File: config.mk
export PLATFORM = sky130hd
export DESIGN_NAME = utf8_to_ucs2_console_decoder_core
export DESIGN_NICKNAME = d
export VERILOG_FILES = /design/src/design/u8u2_pkg.sv /design/src/design/u8u2_front.sv /design/src/design/u8u2_queue.sv /design/src/design/u8u2_back.sv /design/src/design/utf8_to_ucs2_console_decoder_core.sv
export SDC_FILE = /design/constraint.sdc
export NUM_CORES = 1
export LEC_CHECK = 0
export CAP_MARGIN = 20
export CORE_MARGIN = 8
export CORE_UTILIZATION = 40
export DETAILED_ROUTE_END_ITERATION = 7
export DONT_BUFFER_PORTS = 1
export PLACE_DENSITY = 0.51
export SYNTH_ARGS = -nofsm -noshare
export SYNTH_HDL_FRONTEND = slang
export SYNTH_HIERARCHICAL = 1
export SYNTH_SLANG_ARGS = --single-unit
File: constraint.sdc
create_clock -name i_clk -period 7.2 [get_ports i_clk]
set_input_delay 0.72 -clock i_clk [delete_from_list [all_inputs] [get_ports i_clk]]
set_output_delay 0.72 -clock i_clk [all_outputs]
set_load 0.05 [all_outputs]
File: src/design/u8u2_pkg.sv
`timescale 1ns / 1ps

package u8u2_pkg;

    // Queue between the classifier and the unit sequencer
    localparam int QUEUE_DEPTH_DEF = 4;

    // Console code units
    localparam logic [15:0] UNIT_REPL = 16'h003F;
    localparam logic [15:0] UNIT_CR   = 16'h000D;
    localparam logic [15:0] UNIT_LF   = 16'h000A;

    // Byte classification limits
    localparam logic [7:0] BYTE_CONT_MASK = 8'hC0;
    localparam logic [7:0] BYTE_CONT_TAG  = 8'h80;
    localparam logic [7:0] BYTE_LEAD_LO   = 8'hC2;
    localparam logic [7:0] BYTE_LEAD_HI   = 8'hF4;
    localparam logic [7:0] BYTE_LEAD_3    = 8'hE0;
    localparam logic [7:0] BYTE_LEAD_4    = 8'hF0;

    // Code point limits
    localparam logic [20:0] CP_MIN_2    = 21'h000080;
    localparam logic [20:0] CP_MIN_3    = 21'h000800;
    localparam logic [20:0] CP_MIN_4    = 21'h010000;
    localparam logic [20:0] CP_BMP_MAX  = 21'h00FFFF;
    localparam logic [20:0] CP_SURR_LO  = 21'h00D800;
    localparam logic [20:0] CP_SURR_HI  = 21'h00DFFF;

    // Sequence classes (sequence length minus one)
    localparam logic [1:0] CLASS_2 = 2'd1;
    localparam logic [1:0] CLASS_3 = 2'd2;
    localparam logic [1:0] CLASS_4 = 2'd3;

    // One classified byte: optional leading '?', optional main character
    typedef struct packed {
        logic        repl;
        logic        has_main;
        logic [15:0] main_unit;
    } t_cmd;

    // A queue slot as seen on either side of the queue
    typedef struct packed {
        logic valid;
        t_cmd cmd;
    } t_slot;

endpackage

File: src/design/u8u2_front.sv
`timescale 1ns / 1ps

module u8u2_front (
    input  logic              i_clk,
    input  logic              i_rst_n,
    input  logic              i_accept,
    input  logic [7:0]        i_byte_in,
    output u8u2_pkg::t_slot   o_wr
);

    logic [20:0] r_partial;
    logic [1:0]  r_pending;
    logic [1:0]  r_class;
    logic [20:0] n_partial;
    logic [1:0]  n_pending;
    logic [1:0]  n_class;

    logic        is_cont;
    logic        is_lead;
    logic [20:0] cp_next;
    logic [20:0] cp_min;
    logic        cp_ok;
    u8u2_pkg::t_cmd cmd;

    assign is_cont = (i_byte_in & u8u2_pkg::BYTE_CONT_MASK) == u8u2_pkg::BYTE_CONT_TAG;
    assign is_lead = (i_byte_in >= u8u2_pkg::BYTE_LEAD_LO)
                  && (i_byte_in <= u8u2_pkg::BYTE_LEAD_HI);
    assign cp_next = {r_partial[14:0], i_byte_in[5:0]};

    // Pick the smallest legal code point for the open sequence
    always_comb begin
        unique case (r_class)
            u8u2_pkg::CLASS_4: cp_min = u8u2_pkg::CP_MIN_4;
            u8u2_pkg::CLASS_3: cp_min = u8u2_pkg::CP_MIN_3;
            default:           cp_min = u8u2_pkg::CP_MIN_2;
        endcase
    end

    // Accept only code points the console can show: BMP, not overlong, no surrogates
    assign cp_ok = (cp_next >= cp_min) && (cp_next <= u8u2_pkg::CP_BMP_MAX)
                && !((cp_next >= u8u2_pkg::CP_SURR_LO) && (cp_next <= u8u2_pkg::CP_SURR_HI));

    // Classify the byte and compute the next decode state
    always_comb begin
        n_partial     = r_partial;
        n_pending     = r_pending;
        n_class       = r_class;
        cmd.repl      = 1'b0;
        cmd.has_main  = 1'b0;
        cmd.main_unit = u8u2_pkg::UNIT_REPL;
        if (r_pending != 2'd0 && is_cont) begin
            n_partial = cp_next;
            n_pending = r_pending - 2'd1;
            if (r_pending == 2'd1) begin
                cmd.has_main  = 1'b1;
                cmd.main_unit = cp_ok ? cp_next[15:0] : u8u2_pkg::UNIT_REPL;
            end
        end else begin
            // Drop an interrupted sequence, then handle the byte afresh
            cmd.repl  = (r_pending != 2'd0);
            n_pending = 2'd0;
            if (!i_byte_in[7]) begin
                cmd.has_main  = 1'b1;
                cmd.main_unit = {8'h00, i_byte_in};
            end else if (is_lead) begin
                if (i_byte_in >= u8u2_pkg::BYTE_LEAD_4) begin
                    n_pending = u8u2_pkg::CLASS_4;
                    n_class   = u8u2_pkg::CLASS_4;
                    n_partial = {18'd0, i_byte_in[2:0]};
                end else if (i_byte_in >= u8u2_pkg::BYTE_LEAD_3) begin
                    n_pending = u8u2_pkg::CLASS_3;
                    n_class   = u8u2_pkg::CLASS_3;
                    n_partial = {17'd0, i_byte_in[3:0]};
                end else begin
                    n_pending = u8u2_pkg::CLASS_2;
                    n_class   = u8u2_pkg::CLASS_2;
                    n_partial = {16'd0, i_byte_in[4:0]};
                end
            end else begin
                cmd.has_main  = 1'b1;
                cmd.main_unit = u8u2_pkg::UNIT_REPL;
            end
        end
    end

    // Enqueue only bytes that produce at least one unit
    assign o_wr.valid = i_accept && (cmd.repl || cmd.has_main);
    assign o_wr.cmd   = cmd;

    // Advance decode state on each accepted transaction
    always_ff @(posedge i_clk) begin
        if (!i_rst_n) begin
            r_partial <= '0;
            r_pending <= '0;
            r_class   <= '0;
        end else if (i_accept) begin
            r_partial <= n_partial;
            r_pending <= n_pending;
            r_class   <= n_class;
        end
    end

endmodule

File: src/design/u8u2_queue.sv
`timescale 1ns / 1ps

module u8u2_queue #(
    parameter int DEPTH = u8u2_pkg::QUEUE_DEPTH_DEF
) (
    input  logic            i_clk,
    input  logic            i_rst_n,
    input  u8u2_pkg::t_slot i_wr,
    output logic            o_full,
    output u8u2_pkg::t_slot o_head,
    input  logic            i_deq
);

    localparam int PW = (DEPTH > 1) ? $clog2(DEPTH) : 1;
    localparam int CW = $clog2(DEPTH + 1);

    u8u2_pkg::t_cmd r_mem [DEPTH];
    logic [PW-1:0]  r_wr_ptr;
    logic [PW-1:0]  r_rd_ptr;
    logic [CW-1:0]  r_count;
    logic           do_wr;
    logic           do_rd;

    assign o_full       = (r_count == CW'(DEPTH));
    assign o_head.valid = (r_count != '0);
    assign o_head.cmd   = r_mem[r_rd_ptr];
    assign do_wr        = i_wr.valid && !o_full;
    assign do_rd        = i_deq && o_head.valid;

    // Store incoming commands
    always_ff @(posedge i_clk) begin
        if (do_wr) begin
            r_mem[r_wr_ptr] <= i_wr.cmd;
        end
    end

    // Advance pointers and occupancy
    always_ff @(posedge i_clk) begin
        if (!i_rst_n) begin
            r_wr_ptr <= '0;
            r_rd_ptr <= '0;
            r_count  <= '0;
        end else begin
            if (do_wr) begin
                r_wr_ptr <= (r_wr_ptr == PW'(DEPTH - 1)) ? '0 : r_wr_ptr + 1'b1;
            end
            if (do_rd) begin
                r_rd_ptr <= (r_rd_ptr == PW'(DEPTH - 1)) ? '0 : r_rd_ptr + 1'b1;
            end
            unique case ({do_wr, do_rd})
                2'b10:   r_count <= r_count + 1'b1;
                2'b01:   r_count <= r_count - 1'b1;
                default: r_count <= r_count;
            endcase
        end
    end

endmodule

File: src/design/u8u2_back.sv
`timescale 1ns / 1ps

module u8u2_back (
    input  logic            i_clk,
    input  logic            i_rst_n,
    input  u8u2_pkg::t_slot i_head,
    output logic            o_deq,
    output logic            o_empty,
    input  logic            i_pop,
    output logic [15:0]     o_code_unit,
    output logic            o_last_unit
);

    logic        r_out_valid;
    logic [15:0] r_code_unit;
    logic        r_last_unit;
    logic [1:0]  r_idx;
    logic [1:0]  n_idx;

    logic [15:0] units [3];
    logic [1:0]  cnt;
    logic        is_lf;
    logic        load;
    logic        last;

    assign is_lf = i_head.cmd.main_unit == u8u2_pkg::UNIT_LF;

    // Lay out the units of the head command: '?', then the character, with CR before LF
    always_comb begin
        units[0] = u8u2_pkg::UNIT_REPL;
        units[1] = u8u2_pkg::UNIT_REPL;
        units[2] = u8u2_pkg::UNIT_REPL;
        cnt      = 2'd0;
        if (i_head.cmd.repl) begin
            cnt = 2'd1;
        end
        if (i_head.cmd.has_main) begin
            if (is_lf) begin
                units[cnt]        = u8u2_pkg::UNIT_CR;
                units[cnt + 2'd1] = u8u2_pkg::UNIT_LF;
                cnt               = cnt + 2'd2;
            end else begin
                units[cnt] = i_head.cmd.main_unit;
                cnt        = cnt + 2'd1;
            end
        end
    end

    assign load  = i_head.valid && (!r_out_valid || i_pop);
    assign last  = (r_idx == cnt - 2'd1);
    assign o_deq = load && last;
    assign n_idx = o_deq ? 2'd0 : r_idx + 2'd1;

    // Sequence units into the output register
    always_ff @(posedge i_clk) begin
        if (!i_rst_n) begin
            r_out_valid <= 1'b0;
            r_idx       <= 2'd0;
        end else begin
            if (load) begin
                r_out_valid <= 1'b1;
                r_idx       <= n_idx;
            end else if (i_pop) begin
                r_out_valid <= 1'b0;
            end
        end
    end

    // Hold payload until popped
    always_ff @(posedge i_clk) begin
        if (load) begin
            r_code_unit <= units[r_idx];
            r_last_unit <= last;
        end
    end

    assign o_empty     = !r_out_valid;
    assign o_code_unit = r_code_unit;
    assign o_last_unit = r_last_unit;

`ifndef SYNTHESIS
    a_idx_in_range: assert property (@(posedge i_clk) disable iff (!i_rst_n)
        i_head.valid |-> (r_idx < cnt))
        else $error("unit index beyond command length");

    a_idx_idle: assert property (@(posedge i_clk) disable iff (!i_rst_n)
        !i_head.valid |-> (r_idx == 2'd0))
        else $error("unit index not cleared with queue empty");

    a_deq_marks_last: assert property (@(posedge i_clk) disable iff (!i_rst_n)
        o_deq |=> (r_out_valid && r_last_unit))
        else $error("command retired without a last unit");
`endif

endmodule

File: src/design/utf8_to_ucs2_console_decoder_core.sv
`timescale 1ns / 1ps

// Path: a byte accepted goes to the command queue, then each unit to the output register.
// Throughput: one byte per cycle while full is low; a byte giving two or three units holds the
//   output per unit; the queue (QUEUE_DEPTH entries) absorbs it, full rises only when it fills.
// A lead byte alone produces no unit and takes no queue entry.
// Reset: synchronous, active low; clears decode state, queue and output register.

module utf8_to_ucs2_console_decoder_core #(
    parameter int QUEUE_DEPTH = u8u2_pkg::QUEUE_DEPTH_DEF
) (
    input  logic        i_clk,
    input  logic        i_rst_n,
    input  logic        push,
    output logic        full,
    input  logic [7:0]  i_byte_in,
    output logic        empty,
    input  logic        pop,
    output logic [15:0] o_code_unit,
    output logic        o_last_unit
);

    u8u2_pkg::t_slot wr;
    u8u2_pkg::t_slot head;
    logic            deq;
    logic            accept;

    assign accept = push && !full;

    u8u2_front u_front (
        .i_clk     (i_clk),
        .i_rst_n   (i_rst_n),
        .i_accept  (accept),
        .i_byte_in (i_byte_in),
        .o_wr      (wr)
    );

    u8u2_queue #(
        .DEPTH (QUEUE_DEPTH)
    ) u_queue (
        .i_clk   (i_clk),
        .i_rst_n (i_rst_n),
        .i_wr    (wr),
        .o_full  (full),
        .o_head  (head),
        .i_deq   (deq)
    );

    u8u2_back u_back (
        .i_clk       (i_clk),
        .i_rst_n     (i_rst_n),
        .i_head      (head),
        .o_deq       (deq),
        .o_empty     (empty),
        .i_pop       (pop),
        .o_code_unit (o_code_unit),
        .o_last_unit (o_last_unit)
    );

endmodule

==> impl_metrics.toml <==
[floorplan]
coreArea_mm2 = 0.0137
die_h_um = 133
rows = 43
die_w_um = 133
start_util = 0.403
design.die.area_mm2 = 0.0178
io_pins = 31

[timing]
fmax_mhz = 184
period_needed_ps = 5440
finalSetupTns_ps = 0
setup_viol = 0
final_max_slew_viol_count = 0
slew_headroom = 0.350
grt_setup_unrepaired = "false"
clock_skew_ps = 11.8
hold_viol = 0
period_share = 0.756
tightest_slew_ps = 976

[placed_design]
io_buffer_count = 0
gp_congestion = 0.812
place_inst = 563
dp_hpwl_um = 7170

[critical_path]
r2r_cells = 16
worstSetupEndpointType = "register"
arrival_ps = 5780
critPathRequiredTime_ps = 7540
worstPathCellList = "mux4_1, or4b_4, nor4_4, inv_1, ha_1, or3_1, a31oi_1, and2_1, o31ai_1, inv_1, ha_1, inv_1, fa_1, xor2_1, or3_1, a21boi_0"
path_class = "register to register"
critical_path.max_fanout = 15
critPathMaxStageDelay_ps = 900
crit_top_cell = "inv_1"
cp-start-kind = "register"
crit_slowest_cell = "dfxtp_1"

[drt]
vias = 3176
vias_per_cell = 5.33
drt_iter0_drc = 152
ant_nets = 0
wire_per_inst_um = 17.6
wirelength_um = 10500
route.detailed.drc = 0
dr.pass1.iters = 4

[synthesis]
ys_ff_latch = 120
synth_common_cells = "edfxtp_1 (89), dfxtp_1 (31), inv_1 (28)"
synth_area_mm2 = 0.00550
syn_avg_cell_area_um2 = 13.7
yosysTopAreaCell = "edfxtp_1"
yosys.area.top_type_share = 0.486
async_flop_share = 0
yosysUniqueCellTypes = 68
synth_fp_nets = 427
yosysMostFrequentCell = "edfxtp_1"
yosys_most_used_dff = "edfxtp_1"
synth_edf_count = 89
netlist_top_cells_area = "edfxtp_1 (49%), dfxtp_1 (11%), mux4_2 (4.1%)"
yosysWarnings = 6
yosysSeqAreaShare = 0.598
synthCells = 401

[layout]
num_antenna_cells = 0
multiInputGateArea_mm2 = 0.00198
ff_latch_area_mm2 = 0.00329
drive_above_1_share = 0.151
fillers = 1261
nets = 429
area_delta_synth_final_pct = 13.1
final_cells = 596

[cts]
htreeDepth = 4
ctsResizeCount = 0
cts.sinks = 120
clockBufferDepth = 2
numCtsBuffers = 17
cts_tree = "done"
cts_setup_buffers = 0
path_clk_slew_ps = 50
worstSkewPairLatency_ps = 410
hold_buffers = 0
cts-root-buf = "clkbuf_16"

[min_path]
min_path_cells = 1
hold_path_class = "input port to register"

[global_routing]
grt_overflow = 0
track_usage = 0.124
grt_pass1_wl_um = 17100
grt_pass1_vias = 3212
grt_max_degree = 41
antenna_found_initial = 0

[pwr]
p_per_area_mw_per_mm2 = 343
p_leak_uw = 0.00211
ir_drop_uv = 150

[outcome]
status = "complete, no violations"

[run]
cap_violations = 0
## registers in the layout, summed over array words and instances, names as in the netlist, named ones only
name,cells
u_queue/r_rd_ptr,2
u_back/o_last_unit,1
u_front/r_partial,15
u_queue/r_wr_ptr,2
u_back/r_idx,2
u_back/r_out_valid,1
u_queue/r_mem,72
u_back/o_code_unit,16
u_front/r_pending,2
u_queue/r_count,3
u_front/r_class,2
## layout make-up
cell class	instances	share of cell area
inverter	28	0.0169
tap	180	0.0362
multi-input combinational	233	0.318
timing repair buffer	3	0.00362
clock inverter	15	0.0283
sequential	120	0.529
clock buffer	17	0.0683
## worst max-delay path, delay by kind of cell (launching register included)
kind	cells	cell delay (ps)
mux	1	670
fa+ha+maj	3	880
simple gates	5	1920
buf+inv	3	250
xor+xnor	1	150
compound gates	3	600
flops	1	900
## per-stage QoR
step | cell area [µm²] | total power, µW | utilization | hold WS, ps | setup slack, ps
2_1_floorplan | 5500 | 1250 | - | 446 | 2580
3_3_place_gp | 5620 | 1300 | 0.411 | 477 | 1840
3_5_place_dp | 5620 | 1300 | 0.411 | 488 | 1690
4_1_cts | 6220 | 2160 | 0.455 | 414 | 1670
5_1_grt | 6230 | 2230 | 0.456 | 422 | 1310
6_report | 6230 | 2140 | 0.456 | 440 | 1760
## final timing paths
kind,from,to,slack [ps]
setup / recovery,register,u_queue/r_count[2]$_SDFFE_PN0P_,1760
hold / removal,i_byte_in[5],u_front/r_partial[5]$_SDFFE_PN0P_,440
setup reg to reg,register,u_queue/r_count[2]$_SDFFE_PN0P_,1760
hold reg to reg,u_back/r_out_valid$_SDFFE_PN0P_,u_back/r_out_valid$_SDFFE_PN0P_,500
## cells in the final DEF (no fill, tap or decap), types with 4 or more instances in the layout
cell       count
dfxtp_1       31
nor2_1        12
mux4_1         8
or3_1          4
ha_1          13
o21ai_0       11
a32o_1         6
nand3_1        8
clkinv_4       4
clkbuf_16     17
a211oi_1      11
edfxtp_1      89
nor2b_1        5
nand2b_1       5
a21oi_1       12
mux2i_1       11
mux4_2        10
inv_1         28
nand2_1       25
and2_1        18
o21a_1         4
## cells by family (layout without fill, tap and decap cells)
kind of cell	Yosys count	in the layout	share of synthesized area
flops	120	120	0.598
simple gates	108	108	0.117
compound gates	79	79	0.105
buf+inv	48	63	0.0423
mux	29	29	0.0991
fa+ha+maj	14	14	0.0332
xor+xnor	3	3	0.00477
## power by group
group          total, µW  switching, µW  internal, µW
clock network        853            309           544
logic                259            155           104
registers           1020            175           849
total               2140            639          1500
## layer usage
layer	track usage	wire length [µm]	vias up
li1	-	-	1547
met1	0.154	5150	1572
met2	0.193	4890	49
met3	0.0384	373	8
met4	0.0580	91	0
met5	0	0	-
Power figures use the tool's default switching activity.
